===== config.mk =====
export PLATFORM = sky130hd
export DESIGN_NAME = pade_ctrl
export DESIGN_NICKNAME = d
export VERILOG_FILES = /design/src/hdl/pade_pkg.sv /design/src/hdl/pade_ctrl.sv
export SDC_FILE = /design/constraint.sdc
export NUM_CORES = 1
export LEC_CHECK = 0
export ABC_AREA = 1
export BUFFER_PORTS_ARGS = -buffer_cell sky130_fd_sc_hd__buf_2
export CAP_MARGIN = 5
export CORE_MARGIN = 5
export CORE_UTILIZATION = 48
export DETAILED_ROUTE_END_ITERATION = 8
export GPL_ROUTABILITY_DRIVEN = 0
export PLACE_DENSITY = 0.73
export SLEW_MARGIN = 20
export SYNTH_ARGS = -nofsm -noshare
export SYNTH_HDL_FRONTEND = slang
export SYNTH_SLANG_ARGS = --single-unit
export TNS_END_PERCENT = 50

===== constraint.sdc =====
create_clock -name clk -period 2.9 [get_ports clk]
set_input_delay 0.435 -clock clk [delete_from_list [all_inputs] [get_ports clk]]
set_output_delay 0.435 -clock clk [all_outputs]
set_load 0.02 [all_outputs]

===== src/hdl/pade_pkg.sv =====
// ----------------------------------------------------------------------------
// pade_pkg
// Shared types and constants for the piecewise acceleration displacement
// integrator: word layouts, controller commands and datapath status.
// ----------------------------------------------------------------------------
package pade_pkg;

  localparam int SAMPLE_DEPTH = 64;
  localparam int ADDR_W = $clog2(SAMPLE_DEPTH);
  localparam int IDX_W = 6;
  localparam int CNT_W = 7;
  localparam int Q_W = 32;
  localparam int PROD_W = 2 * Q_W;
  localparam int ACC_W = 50;

  localparam logic signed [Q_W-1:0] Q_MAX = Q_W'(32'h7FFF_FFFF);
  localparam logic signed [Q_W-1:0] Q_MIN = ~Q_MAX;
  localparam logic signed [ACC_W-1:0] ACC_QMAX = {{(ACC_W-Q_W){1'b0}}, Q_MAX};
  localparam logic signed [ACC_W-1:0] ACC_QMIN = ~ACC_QMAX;
  localparam logic signed [PROD_W-1:0] PROD_QMAX = {{(PROD_W-Q_W){1'b0}}, Q_MAX};

  localparam logic REQ_LOAD = 1'b0;
  localparam logic REQ_POINT = 1'b1;

  typedef struct packed {
    logic                  req_type;
    logic [IDX_W-1:0]      entry_index;
    logic signed [Q_W-1:0] entry_time;
    logic signed [Q_W-1:0] entry_speed;
    logic signed [Q_W-1:0] entry_accel;
    logic signed [Q_W-1:0] fire_time;
    logic                  scan_start;
  } in_word_t;

  typedef struct packed {
    logic signed [Q_W-1:0] displacement;
    logic                  saturated;
  } out_word_t;

  typedef enum logic [1:0] {
    MUL_VDT  = 2'd0,
    MUL_DTDT = 2'd1,
    MUL_ADT  = 2'd2,
    MUL_ASQ  = 2'd3
  } mul_sel_t;

  typedef enum logic [2:0] {
    ACC_NONE  = 3'd0,
    ACC_ADD16 = 3'd1,
    ACC_SQ    = 3'd2,
    ACC_VUPD  = 3'd3,
    ACC_ADD17 = 3'd4
  } acc_op_t;

  typedef struct packed {
    logic     take;
    logic     start_scan;
    logic     start_point;
    mul_sel_t mul_sel;
    acc_op_t  acc_op;
    logic     switch_seg;
    logic     emit;
  } cmd_t;

  typedef struct packed {
    logic in_point;
    logic scan;
    logic split;
    logic out_free;
  } status_t;

  function automatic logic signed [Q_W-1:0] sat_diff(input logic signed [Q_W-1:0] a,
                                                     input logic signed [Q_W-1:0] b);
    logic signed [Q_W:0] d;
    d = {a[Q_W-1], a} - {b[Q_W-1], b};
    if (d[Q_W] != d[Q_W-1]) begin
      return d[Q_W] ? Q_MIN : Q_MAX;
    end
    return d[Q_W-1:0];
  endfunction

  function automatic logic signed [Q_W-1:0] sat_acc(input logic signed [ACC_W-1:0] x);
    if (x > ACC_QMAX) begin
      return Q_MAX;
    end else if (x < ACC_QMIN) begin
      return Q_MIN;
    end
    return x[Q_W-1:0];
  endfunction

endpackage


===== src/hdl/pade_ctrl.sv =====
// ----------------------------------------------------------------------------
// pade_ctrl
// Sequencer for the integrator: accepts words, steps the shared multiplier
// through the travel and speed terms, and hands results to the output stage.
// ----------------------------------------------------------------------------
module pade_ctrl (
  input  logic              clk,
  input  logic              rst,
  input  logic              in_valid,
  output logic              in_ready,
  input  pade_pkg::status_t st,
  output pade_pkg::cmd_t    cmd
);
  import pade_pkg::*;

  typedef enum logic [7:0] {
    ST_IDLE = 8'b0000_0001,
    ST_DEC  = 8'b0000_0010,
    ST_M1   = 8'b0000_0100,
    ST_M2   = 8'b0000_1000,
    ST_M3   = 8'b0001_0000,
    ST_M4   = 8'b0010_0000,
    ST_M5   = 8'b0100_0000,
    ST_OUT  = 8'b1000_0000
  } state_t;

  state_t state, state_next;
  logic   split, split_next;

  always_ff @(posedge clk) begin
    if (rst) begin
      state <= ST_IDLE;
      split <= 1'b0;
    end else begin
      state <= state_next;
      split <= split_next;
    end
  end

  always_comb begin
    state_next      = state;
    split_next      = split;
    in_ready        = 1'b0;
    cmd.take        = 1'b0;
    cmd.start_scan  = 1'b0;
    cmd.start_point = 1'b0;
    cmd.mul_sel     = MUL_VDT;
    cmd.acc_op      = ACC_NONE;
    cmd.switch_seg  = 1'b0;
    cmd.emit        = 1'b0;
    case (state)
      ST_IDLE: begin
        in_ready = 1'b1;
        if (in_valid) begin
          cmd.take = 1'b1;
          if (st.in_point) begin
            state_next = ST_DEC;
          end
        end
      end
      ST_DEC: begin
        if (st.scan) begin
          cmd.start_scan = 1'b1;
          state_next     = ST_OUT;
        end else begin
          cmd.start_point = 1'b1;
          split_next      = st.split;
          state_next      = ST_M1;
        end
      end
      ST_M1: begin
        cmd.mul_sel = MUL_VDT;
        state_next  = ST_M2;
      end
      ST_M2: begin
        cmd.mul_sel = MUL_DTDT;
        cmd.acc_op  = ACC_ADD16;
        state_next  = ST_M3;
      end
      ST_M3: begin
        cmd.mul_sel = MUL_ADT;
        cmd.acc_op  = ACC_SQ;
        state_next  = ST_M4;
      end
      ST_M4: begin
        cmd.mul_sel = MUL_ASQ;
        cmd.acc_op  = split ? ACC_NONE : ACC_VUPD;
        state_next  = ST_M5;
      end
      ST_M5: begin
        cmd.acc_op = ACC_ADD17;
        if (split) begin
          cmd.switch_seg = 1'b1;
          split_next     = 1'b0;
          state_next     = ST_M1;
        end else begin
          state_next = ST_OUT;
        end
      end
      ST_OUT: begin
        if (st.out_free) begin
          cmd.emit   = 1'b1;
          state_next = ST_IDLE;
        end
      end
      default: begin
        state_next = ST_IDLE;
        split_next = 1'b0;
      end
    endcase
  end

endmodule


---- Word level (Yosys, flattened, before mapping) ----
Index checks and enable logic that the tools add are counted.
word-level totals
  register bits ........................... 9
  input bits .............................. 7
  output and inout port bits .............. 11
  logic and storage cells ................. 39
cells by class
  equality and inequality tests ........... 12
  mux-type cells .......................... 21
  bitwise logic cells ..................... 1
  reductions and logical operators ........ 3
operator list
  kind                                                  number
  one-hot mux 8 bit (8 select lines)                    1
  2-to-1 mux 8 bit                                      5
  one-hot mux 3 bit (4 select lines)                    1
  2-to-1 mux 1 bit                                      10
  equality test 8 x 1 -> 1 bit (second input constant)  1
  equality test 8 x 2 -> 1 bit (second input constant)  1
  equality test 8 x 3 -> 1 bit (second input constant)  1
  equality test 8 x 4 -> 1 bit (second input constant)  1
  equality test 8 x 5 -> 1 bit (second input constant)  1
  equality test 8 x 6 -> 1 bit (second input constant)  1
  equality test 8 x 7 -> 1 bit (second input constant)  1
  equality test 8 bit (second input constant)           1
  != test 2 bit (second input constant)                 4
  one-hot mux 2 bit (3 select lines)                    1
  OR reduction 6 bit                                    1
  2-to-1 mux 2 bit                                      2
  AND reduction 3 bit                                   1
  one-hot mux 1 bit (2 select lines)                    1
  AND reduction 2 bit                                   1
  NOT 1 bit                                             1

---- Longest topological paths before layout ----
  depth in word-level cells ............... 4
  depth in mapped cells ................... 9
  depth with buffers taken out ............ 9

---- Worst setup path after synthesis ----
OpenSTA, ideal clock, no wires.
  kind .................................... reg2out
  start point ............................. register state[7]
  end point ............................... output port cmd[7] (netlist name)
  data arrival time ....................... 1007 ps
  data required time ...................... 2465 ps
  slack ................................... 1458 ps
  cell stages (with the launch flop) ...... 6
  path buffers ............................ 0
  cell sequence ........................... dfxtp_1 -> inv_2 -> nand2_4 -> nor2_8 -> nand2_4 -> nor2_1
RTL lines
  what                    line             RTL
  from (decl)             pade_ctrl.sv:27  state_t state, state_next;
  from (signal assigned)  pade_ctrl.sv:35  state <= state_next;
  to (decl)               pade_ctrl.sv:12  output pade_pkg::cmd_t cmd

==> summary.txt <==
STA
  – Pins Over Slew Limit: 0
  – Tightest Pin Transition: 213 ps
  – Tmin final: 1800 ps
  – RSZ-0062 raised after global routing: false
  – Final setup TNS: 0 ps
  – Minimum hold slack: 381 ps
  – Final worst slack: 1100 ps
  – Layout Skew: 1.12 ps
  – Crit share post-route: 0.619
  – Hold Vio Cnt, Final: 0
  – Setup violation total in the final timing report: 0
  – Headroom to the max-slew limit: 0.858
  – F_max: 557 MHz

Clock tree
  – Resized Gates After CTS: 0
  – CTS tree: built
  – Post-CTS setup repair buffer count: 0
  – Clk sink count: 9
  – CTS Buf Count: 3
  – CTS Buffer Depth: 2
  – Root buf cell: clkbuf_4
  – Worst-Skew Late Latency: 260 ps
  – Htree depth: 1
  – Hold-fix buffer count after cts: 0
  – Worst-path clk slew: 70 ps

Global routing
  – Initial antenna violation count: 0
  – First-pass GRT wire length: 2500 um
  – Largest net degree at the start of global routing: 7
  – GRT Residual Overflow: 0
  – Aggregate global-route resource usage: 0.153
  – Number of global-route vias before repair: 635

Final layout
  – Fill cells: 131
  – Nets: 132
  – Layout cell share with drive strength beyond 1: 0.419
  – Final Cell Area: 827 um^2
  – Register area: 180 um^2
  – Multi-input gate area: 443 um^2
  – P&R area growth vs syn: 18.7%
  – Antenna diode count: 0

Floorplan
  – Die Y: 48.1 um
  – IO Count: 18
  – Die width: 48.1 um
  – Num rows: 13
  – Die Area: 2310 um^2
  – Core area: 1330 um^2
  – Starting Density: 0.523

Critical path
  – Reg-to-reg critical path endpoint: state[0]
  – CP arrival: 1360 ps
  – Reg2reg path depth: 8
  – CP endpoint: cmd[1]
  – Worst setup path category: reg2out
  – Critical Path End Type: output pin
  – R2R Setup Slk: 1650 ps
  – Startpoint types: flip-flop
  – CP startpoint: state[2]
  – Crit path max fanout: 6
  – Worst EP required: 2470 ps
  – RR Startpoint: state[4]

Routing
  – Number of routed nets with antenna violations: 0
  – Initial DRT Pass Iterations: 4
  – Routed wl met3: 78 um
  – Final WL: 1480 um
  – WL/cell: 10.6 um
  – M1 wire length: 680 um
  – DR vias/cell: 4.76
  – DRC viols: 0
  – Via count: 661
  – Met2 routed WL: 698 um
  – Top Metal Used: met4
  – Initial DRC Count: 12

Power
  – VDD IR max: 0.000282 V
  – Switching share of power: 0.327
  – Comb power frac: 0.250
  – Power density over the cells: 378 nW/um^2
  – NetSw: 102 uW
  – Power Total: 313 uW
  – Int Power: 210 uW
  – Flop pwr share: 0.429
  – Clk pwr share: 0.320
  – Leak: 0.491 nW

Place
  – DP Worst Slack: 1390 ps
  – Instance area after placement: 801 um^2
  – Buffers on Ports: 17
  – Placed wire-length estimate: 1230 um

Hold path
  – Worst Hold Class: in2reg
  – Hold path depth: 2

Yosys
  – Synth unique cells: 17
  – Area contributors post-synth: dfxtp_1, nand2_1, nor2_1
  – Avg Synthesized Cell Area: 6.77 um^2
  – Top-area cell type share of the netlist area: 0.259
  – Post-synthesis sequential area ratio: 0.259
  – Mapped Cells: 103
  – Mapped Area: 697 um^2
  – Post-Syn Nets: 110
  – Seq cells post-synth: 9
  – Ys Warns: 0
  – Area leader, netlist: dfxtp_1

Run status
  – Status: complete, no violations

Job
  – Max-cap viol count: 0
==> state kept, by name, indices dropped and copies added, names as in the netlist <==
signal / cells
split: 1
state: 8
==> critical path: stages (launching register included) <==
cell and delay (ps):
dfxtp_1 340, inv_2 80, nand2_4 80, nor2_8 170
nand3_2 130, nor2_2 130, buf_2 180
==> how the worst min path moves through the flow <==
stage,startpoint,to,slack (ps)
floorplan,state[1],state[1],490
global placement,state[1],state[1],500
detailed placement,state[1],state[1],510
CTS,rst,state[3],380
global route,rst,state[3],380
finish,rst,state[6],380
==> layer usage <==
metal / up-vias / track usage
li1: 350 / -
met1: 292 / 0.194
met2: 15 / 0.259
met3: 4 / 0.0332
met4: 0 / 0.0484
met5: - / 0
==> cell families after synthesis <==
group / Yosys count / synth area share
flip-flops: 9 / 0.259
AND/OR/NAND/NOR: 71 / 0.592
AO/OA/AOI/OAI: 4 / 0.0431
buffers and inverters: 19 / 0.106
==> Yosys cell counts <==
library cell  number
nand2_1           23
nor2_1            20
inv_1             10
dfxtp_1            9
inv_2              8
nand2_2            7
nand2_4            5
nand3_1            5
nand3_2            3
nor2_2             3
nor2_8             3
a21oi_1            2
inv_4              1
nand4_1            1
nor2_4             1
o211ai_2           1
o21a_1             1
==> metrics by stage <==
stage / std cells / util
3_5_place_dp: 135 / 0.600
4_1_cts: 139 / 0.620
2_1_floorplan: 103 / -
5_1_grt: 139 / 0.620
6_report: 139 / 0.620
3_3_place_gp: 135 / 0.600
==> layout by cell type (no fill, tap or decap) <==
cell type	synthesis	final
nand2_1	23	23
o21a_1	1	1
dfxtp_1	9	9
nor2_1	20	20
nor2_2	3	3
o211ai_2	1	1
inv_1	10	10
nand3_1	5	5
inv_2	8	8
nor2_4	1	1
nor2_8	3	3
a21oi_1	2	2
clkbuf_1	0	1
buf_2	0	17
nand3_2	3	3
inv_4	1	1
nand2_2	7	7
clkbuf_4	0	3
nand4_1	1	1
nand2_4	5	5
==> cell type report <==
cell class	count	area share
flip-flops and latches	9	0.218
inverters	19	0.0893
well taps	15	0.0227
multi-input cells	75	0.536
clock buffers	4	0.0318
repair buffers	17	0.103
==> power groups by stage <==
stage | Combinational, mW | Sequential, mW | Clock (mW)
global route | 0.0876 | 0.135 | 0.110
finish | 0.0783 | 0.134 | 0.100
global placement | 0.0780 | 0.137 | 0
CTS | 0.0793 | 0.134 | 0.102
floorplan | 0.0607 | 0.136 | 0
detailed placement | 0.0786 | 0.137 | 0
Power figures use the tool's default switching activity.
